### config.mk
export PLATFORM = sky130hd
export DESIGN_NAME = lcdh_ctrl
export DESIGN_NICKNAME = d
export VERILOG_FILES = /design/src/hdl/lcdh_pkg.sv /design/src/hdl/lcdh_ctrl.sv
export SDC_FILE = /design/constraint.sdc
export NUM_CORES = 1
export LEC_CHECK = 0
export BUFFER_PORTS_ARGS = -buffer_cell sky130_fd_sc_hd__buf_2
export CORE_MARGIN = 8
export CORE_UTILIZATION = 55
export CTS_CLUSTER_SIZE = 20
export DETAILED_ROUTE_END_ITERATION = 16
export PLACE_DENSITY = 0.86
export REMOVE_ABC_BUFFERS = 1
export SYNTH_ARGS = -nofsm -noshare
export SYNTH_HDL_FRONTEND = slang
export SYNTH_SLANG_ARGS = --single-unit
### constraint.sdc
create_clock -name i_clk -period 2.1 [get_ports i_clk]
set_input_delay 0.42 -clock i_clk [delete_from_list [all_inputs] [get_ports i_clk]]
set_output_delay 0.42 -clock i_clk [all_outputs]
set_load 0.05 [all_outputs]
### src/hdl/lcdh_pkg.sv
// ----------------------------------------------------------------------------
// lcdh_pkg
// Types, codes and activation table for the LSTM cell with dense head.
// ----------------------------------------------------------------------------
package lcdh_pkg;
    localparam int KindW  = 3;
    localparam int SlotW  = 12;
    localparam int DataW  = 16;

    typedef enum logic [KindW-1:0] {
        K_LOAD_IN  = 3'd0,
        K_LOAD_REC = 3'd1,
        K_LOAD_BIA = 3'd2,
        K_LOAD_DNS = 3'd3,
        K_STEP     = 3'd4,
        K_CLEAR    = 3'd5
    } t_kind;

    // datapath accumulator operand selects
    typedef enum logic [2:0] {
        OP_NONE,
        OP_GATE_X,     // acc = w_in*x + bias<<12
        OP_GATE_REC,   // acc += w_rec*h[j]
        OP_GATE_ACT,   // finish gate g of unit u
        OP_CELL,       // c/h update of unit u
        OP_HTANH,      // first: store c, tanh(c); else acc = o*tanh(c)
        OP_DENSE,      // acc += h[u]*w_d
        OP_DONE        // saturate prediction
    } t_op;

    typedef struct packed {
        t_op        op;
        logic [1:0] gate;
        logic [4:0] unit;
        logic [4:0] col;
        logic       first;
        logic       clear;
    } t_cmd;

    function automatic logic signed [12:0] sig_tab(input logic [5:0] k);
        logic signed [12:0] r;
        case (k)
            6'd0: r = 13'sd2048;  6'd1: r = 13'sd2303;  6'd2: r = 13'sd2550;
            6'd3: r = 13'sd2782;  6'd4: r = 13'sd2994;  6'd5: r = 13'sd3184;
            6'd6: r = 13'sd3349;  6'd7: r = 13'sd3490;  6'd8: r = 13'sd3608;
            6'd9: r = 13'sd3705;  6'd10: r = 13'sd3785; 6'd11: r = 13'sd3850;
            6'd12: r = 13'sd3902; 6'd13: r = 13'sd3943; 6'd14: r = 13'sd3976;
            6'd15: r = 13'sd4002; 6'd16: r = 13'sd4022; 6'd17: r = 13'sd4038;
            6'd18: r = 13'sd4051; 6'd19: r = 13'sd4061; 6'd20: r = 13'sd4069;
            6'd21: r = 13'sd4075; 6'd22: r = 13'sd4079; 6'd23: r = 13'sd4083;
            6'd24: r = 13'sd4086; 6'd25: r = 13'sd4088; 6'd26: r = 13'sd4090;
            6'd27: r = 13'sd4091; 6'd28: r = 13'sd4092; 6'd29: r = 13'sd4093;
            6'd30: r = 13'sd4094; 6'd31: r = 13'sd4094;
            default: r = 13'sd4095;
        endcase
        return r;
    endfunction

    // sigmoid of a 17-bit signed Q.12 value, result Q.12 in [1,4095]
    function automatic logic signed [13:0] sigm(input logic signed [16:0] x);
        logic [16:0] m;
        logic [6:0]  idx;
        logic [9:0]  fr;
        logic signed [12:0] t0, t1;
        logic signed [23:0] dt, fx;
        logic signed [23:0] d;
        logic signed [13:0] y;
        m   = x[16] ? 17'(-x) : x;
        idx = m[16:10];
        fr  = m[9:0];
        t0  = sig_tab(idx[5:0]);
        t1  = sig_tab(6'(idx[5:0] + 6'd1));
        dt  = 24'(t1) - 24'(t0);
        fx  = 24'($signed({1'b0, fr}));
        d   = dt * fx;
        if (idx >= 7'd32) y = 14'sd4095;
        else y = 14'(t0 + 13'(d >>> 10));
        return x[16] ? 14'(14'sd4096 - y) : y;
    endfunction

    // tanh(x) = 2*sigmoid(2x) - 1, 2x kept at 17 bits
    function automatic logic signed [15:0] tanh_q(input logic signed [15:0] x);
        logic signed [13:0] s;
        logic signed [15:0] s2;
        s  = sigm({x, 1'b0});
        s2 = 16'(s);
        return (s2 <<< 1) - 16'sd4096;
    endfunction

    function automatic logic signed [15:0] sat12(input logic signed [47:0] v);
        logic signed [35:0] q;
        q = 36'(v >>> 12);
        if (q > 36'sd32767) return 16'sd32767;
        if (q < -36'sd32768) return -16'sd32768;
        return q[15:0];
    endfunction
endpackage

### src/hdl/lcdh_ctrl.sv
// ----------------------------------------------------------------------------
// lcdh_ctrl
// Step sequencer: walks gates, recurrent columns, cell update, dense pass.
// ----------------------------------------------------------------------------
module lcdh_ctrl #(
    parameter int H = 8
) (
    input  logic          i_clk,
    input  logic          i_rst_n,
    input  logic          i_start,
    input  logic          i_clear,
    output logic          o_busy,
    output lcdh_pkg::t_cmd o_cmd
);
    import lcdh_pkg::*;
    localparam int UW = $clog2(H + 1);

    typedef enum logic [3:0] {
        S_IDLE, S_GX, S_GR, S_GW, S_GA, S_CELL, S_HT, S_HM, S_HW, S_DNS, S_FIN
    } t_st;
    t_st r_st;
    logic [1:0] r_g;
    logic [UW-1:0] r_u, r_j;
    t_cmd r_cmd;

    assign o_cmd  = r_cmd;
    // the done command goes out while already idle; hold off input for it
    assign o_busy = (r_st != S_IDLE) || (r_cmd.op == OP_DONE);

    always_ff @(posedge i_clk) begin
        r_cmd <= '0;
        if (!i_rst_n) begin
            r_st <= S_IDLE;
            r_g <= '0; r_u <= '0; r_j <= '0;
        end else begin
            case (r_st)
                S_IDLE: begin
                    r_cmd.clear <= i_clear;
                    if (i_start) begin
                        r_st <= S_GX; r_u <= '0; r_g <= '0;
                    end
                end
                S_GX: begin
                    r_cmd.op <= OP_GATE_X; r_cmd.gate <= r_g; r_cmd.unit <= 5'(r_u);
                    r_j <= '0; r_st <= S_GR;
                end
                S_GR: begin
                    r_cmd.op <= OP_GATE_REC; r_cmd.gate <= r_g;
                    r_cmd.unit <= 5'(r_u); r_cmd.col <= 5'(r_j);
                    if (r_j == UW'(H - 1)) r_st <= S_GW;
                    r_j <= r_j + 1'b1;
                end
                // last recurrent product lands in the accumulator
                S_GW: r_st <= S_GA;
                S_GA: begin
                    r_cmd.op <= OP_GATE_ACT; r_cmd.gate <= r_g; r_cmd.unit <= 5'(r_u);
                    r_g <= r_g + 1'b1;
                    r_st <= (r_g == 2'd3) ? S_CELL : S_GX;
                end
                S_CELL: begin
                    r_cmd.op <= OP_CELL; r_cmd.unit <= 5'(r_u); r_st <= S_HT;
                end
                S_HT: begin
                    r_cmd.op <= OP_HTANH; r_cmd.unit <= 5'(r_u);
                    r_cmd.first <= 1'b1; r_st <= S_HM;
                end
                S_HM: begin
                    r_cmd.op <= OP_HTANH; r_cmd.unit <= 5'(r_u);
                    if (r_u == UW'(H - 1)) begin
                        r_u <= '0; r_st <= S_HW;
                    end else begin
                        r_u <= r_u + 1'b1; r_st <= S_GX;
                    end
                end
                // last hidden value is captured
                S_HW: r_st <= S_DNS;
                S_DNS: begin
                    r_cmd.op <= OP_DENSE; r_cmd.unit <= 5'(r_u);
                    r_cmd.first <= (r_u == '0);
                    if (r_u == UW'(H - 1)) r_st <= S_FIN;
                    r_u <= r_u + 1'b1;
                end
                S_FIN: begin
                    r_cmd.op <= OP_DONE; r_st <= S_IDLE;
                end
                default: r_st <= S_IDLE;
            endcase
        end
    end
endmodule

==> metrics.md <==
| Metric | Value |
|---|---|
| Shortest period the worst path allows | `1.95 ns` |
| Initial Util | `57.3%` |
| Final Non-Filler Cells | `205` |
| Synth warnings | `0` |
| H-tree levels | `2` |
| Fin. Hold Viols | `0` |
| Chip Width | `66.6 um` |
| Nets@finish | `182` |
| Setup_tns | `0 ns` |
| Crit Reg-Reg Endpoint | `r_u[3]$_SDFFE_PN0P_` |
| Gr usage total | `13.6%` |
| Outcome | `finished clean` |
| Crit start category | `flop` |
| Seq cells post-synth | `29` |
| Top_reg_cell synth | `dfxtp_1` |
| Data required, critical path | `1.68 ns` |
| Worst-margin pin slew | `0.664 ns` |
| Register area | `581 um^2` |
| FP Rows | `18` |
| Final setup vio count | `0` |
| Logic gate share of total power | `19.6%` |
| Max Clk Rate | `0.513 GHz` |
| Fillers | `221` |
| CTS Buffer Depth | `2` |
| CP Class | `reg2out` |
| R2R cell count | `4` |
| Share of the yosys chip area belonging to registers | `41.2%` |
| Total CTS buffers | `5` |
| Core Region | `2450 um^2` |
| Clock tree from TritonCTS | `yes` |
| Sequential power share | `49.5%` |
| Synth cell types | `44` |
| DIE AREA | `4430 um^2` |
| Vias in the first global route | `1,116` |
| Drt total wl | `2780 um` |
| Placed Cells | `196` |
| Clock latency on the worst-skew pair | `0.34 ns` |
| Asr flop ratio synth | `0%` |
| Post-Syn Area | `1410 um^2` |
| Tcrit/Tclk final | `92.8%` |
| WL per Instance | `13.6 um` |
| Area share of the largest cell type after synthesis | `41.2%` |
| Final global-route overflow total | `0` |
| Area post-placement | `1490 um^2` |
| Max-cap violations | `0` |
| Sw power | `390 uW` |
| # IOs | `22` |
| Drt via density | `5.68` |
| Global placer's final weighted congestion | `0.882` |
| Ratio of cells with drive above 1 in the final layout | `20.0%` |
| CP endpoint | `o_busy` |
| Cell Chain, Critical Path | `nor4_4 -> nand2_1 -> buf_2` |
| Initial antenna violation count | `0` |
| Drt first pass iters | `4` |
| P&R area growth vs syn | `11.6%` |
| Dpl hpwl | `1950 um` |
| Met2 routed WL | `1380 um` |
| CTS Root Cell | `clkbuf_4` |
| Worst hold path class | `in2reg` |
| DR iter-0 viols | `36` |
| Synth top area cells | `dfxtp_1 41%, o21ai_0 4.6%, nor2b_1 4.0%, ha_1 3.6%, and2_1 3.1%` |
| CP arrival | `1.53 ns` |
| Leakage | `0.000681 uW` |
| RSZ-0062 raised after global routing | `false` |
| ANT cells | `0` |
| Highest Signal Layer | `met4` |
| Util after Layout | `64.0%` |
| Number of flops mapped to enable cells by yosys | `0` |
| Clock slew seen by the registers of the worst setup and hold paths | `0.09 ns` |
| Max incr delay on CP | `0.75 ns` |
| Hold wc startpoint | `i_clear` |
| Clock power share | `30.9%` |
| Fin area | `1570 um^2` |
| WL met3 | `123 um` |
| Mapped Cells | `156` |
| Port Buf Inserts | `19` |
| Power density cells | `794 nW/um^2` |
| CTS Sinks | `29` |
| Die Y-Extent | `66.6 um` |
| Reg-to-reg slack, setup | `0.30 ns` |
| Critical path origin | `r_st[0]$_SDFFE_PN0P_` |
| Skew final | `0.00877 ns` |
| Mapped Avg Cell Area | `9.02 um^2` |
| Relative slew slack | `55.7%` |
| Commonest cells after routing, fill and taps aside | `29 x dfxtp_1, 19 x buf_2, 13 x o21ai_0` |
| Power Internal | `857 uW` |
| DR vias | `1,165` |
| First-pass GRT wire length | `4690 um` |
| Met1 wire length | `1230 um` |
| Leading cell type in the layout, fill and taps excluded | `dfxtp_1` |
| Area leader, netlist | `dfxtp_1` |
| Max Slew Vio Count | `0` |
| Power Total | `1250 uW` |
| Max rail drop VDD | `539 uV` |
| CTS Hold Bufs | `0` |
| Crit path max fanout | `20` |
| Largest net degree at the start of global routing | `24` |
| Slowest CP cell | `dfxtp_1` |
| Antenna-violating nets left | `0` |
| Sw Share | `31.3%` |
| Multi-input gate area | `746 um^2` |
| Drc violations | `0` |
| CP endpoint kind | `primary output` |
| RR Startpoint | `r_st[0]$_SDFFE_PN0P_` |
## repair_timing
item,in CTS,in global routing
setup endpoints to repair,0,1
setup buffers,0,1
endpoints found under the hold margin,0,0
gates resized for setup,0,0
## how the worst min path moves through the flow
stage	to	slack (ns)	depth (start not counted)
4_1_cts	o_cmd[0]$_SDFF_PN0_	0.32	2
2_1_floorplan	r_j[3]$_SDFFE_PN0P_	0.43	1
3_3_place_gp	r_j[3]$_SDFFE_PN0P_	0.46	1
5_1_grt	o_cmd[0]$_SDFF_PN0_	0.32	2
3_5_place_dp	r_j[3]$_SDFFE_PN0P_	0.47	1
6_report	o_cmd[0]$_SDFF_PN0_	0.33	2
## per-layer routing
metal  up-vias  track usage, %
met5         -               0
met4         0            5.60
met3         6            5.54
met2        24            24.1
met1       559            13.6
li1        576               -
## layout make-up
cell class                 count  area share (%)
clock buffer                   7            4.14
clock inverter                 1           0.319
inverter                       3           0.717
multi-input combinational    112            47.5
sequential                    29            37.0
tap                           30            2.39
timing repair buffer          23            7.97
## power groups by stage
stage,clock network (uW),logic [uW],registers [uW]
3_3_place_gp,0,230,624
4_1_cts,397,240,616
3_5_place_dp,0,237,628
6_report,385,245,617
5_1_grt,430,266,623
2_1_floorplan,0,157,647
## flip-flops by register name (all words and copies together), names as in the netlist
register and flops:
r_j 4, o_cmd 15, r_u 4, r_st 4, r_g 2
## metrics by stage
stage	hold WS (ns)	worst slack, ns
2_1_floorplan	0.431	0.411
3_3_place_gp	0.458	0.431
3_5_place_dp	0.468	0.339
4_1_cts	0.321	0.0485
5_1_grt	0.321	0.0881
6_report	0.332	0.151
## worst max-delay path, delay by kind of cell (launching register included)
kind	cells	cell delay [ns]
simple gates	2	0.18
buf+inv	1	0.25
flops	1	0.75
## cell usage after synthesis (2+ instances only)
| cell | n |
|---|---|
| a21boi_0 | 4 |
| a21oi_1 | 8 |
| a22oi_1 | 2 |
| and2_1 | 7 |
| and3_1 | 6 |
| and3b_1 | 2 |
| buf_2 | 5 |
| buf_4 | 3 |
| clkbuf_1 | 4 |
| dfxtp_1 | 29 |
| ha_1 | 4 |
| inv_1 | 3 |
| mux2i_1 | 3 |
| nand2_1 | 11 |
| nand2b_1 | 2 |
| nand3_1 | 5 |
| nand3b_1 | 4 |
| nor2_1 | 7 |
| nor2b_1 | 9 |
| o21ai_0 | 13 |
| o21ai_1 | 2 |
## logic make-up (layout without fill, tap and decap cells)
group / Yosys count / in the layout / share of synthesized area [%]
mux: 3 / 3 / 2.13
simple gates: 63 / 63 / 28.2
compound gates: 38 / 38 / 17.3
buf+inv: 16 / 34 / 6.04
flops: 29 / 29 / 41.2
other cells: 1 / 2 / 0.266
fa+ha+maj: 4 / 4 / 3.56
xor+xnor: 2 / 2 / 1.24
Power figures use the tool's default switching activity.
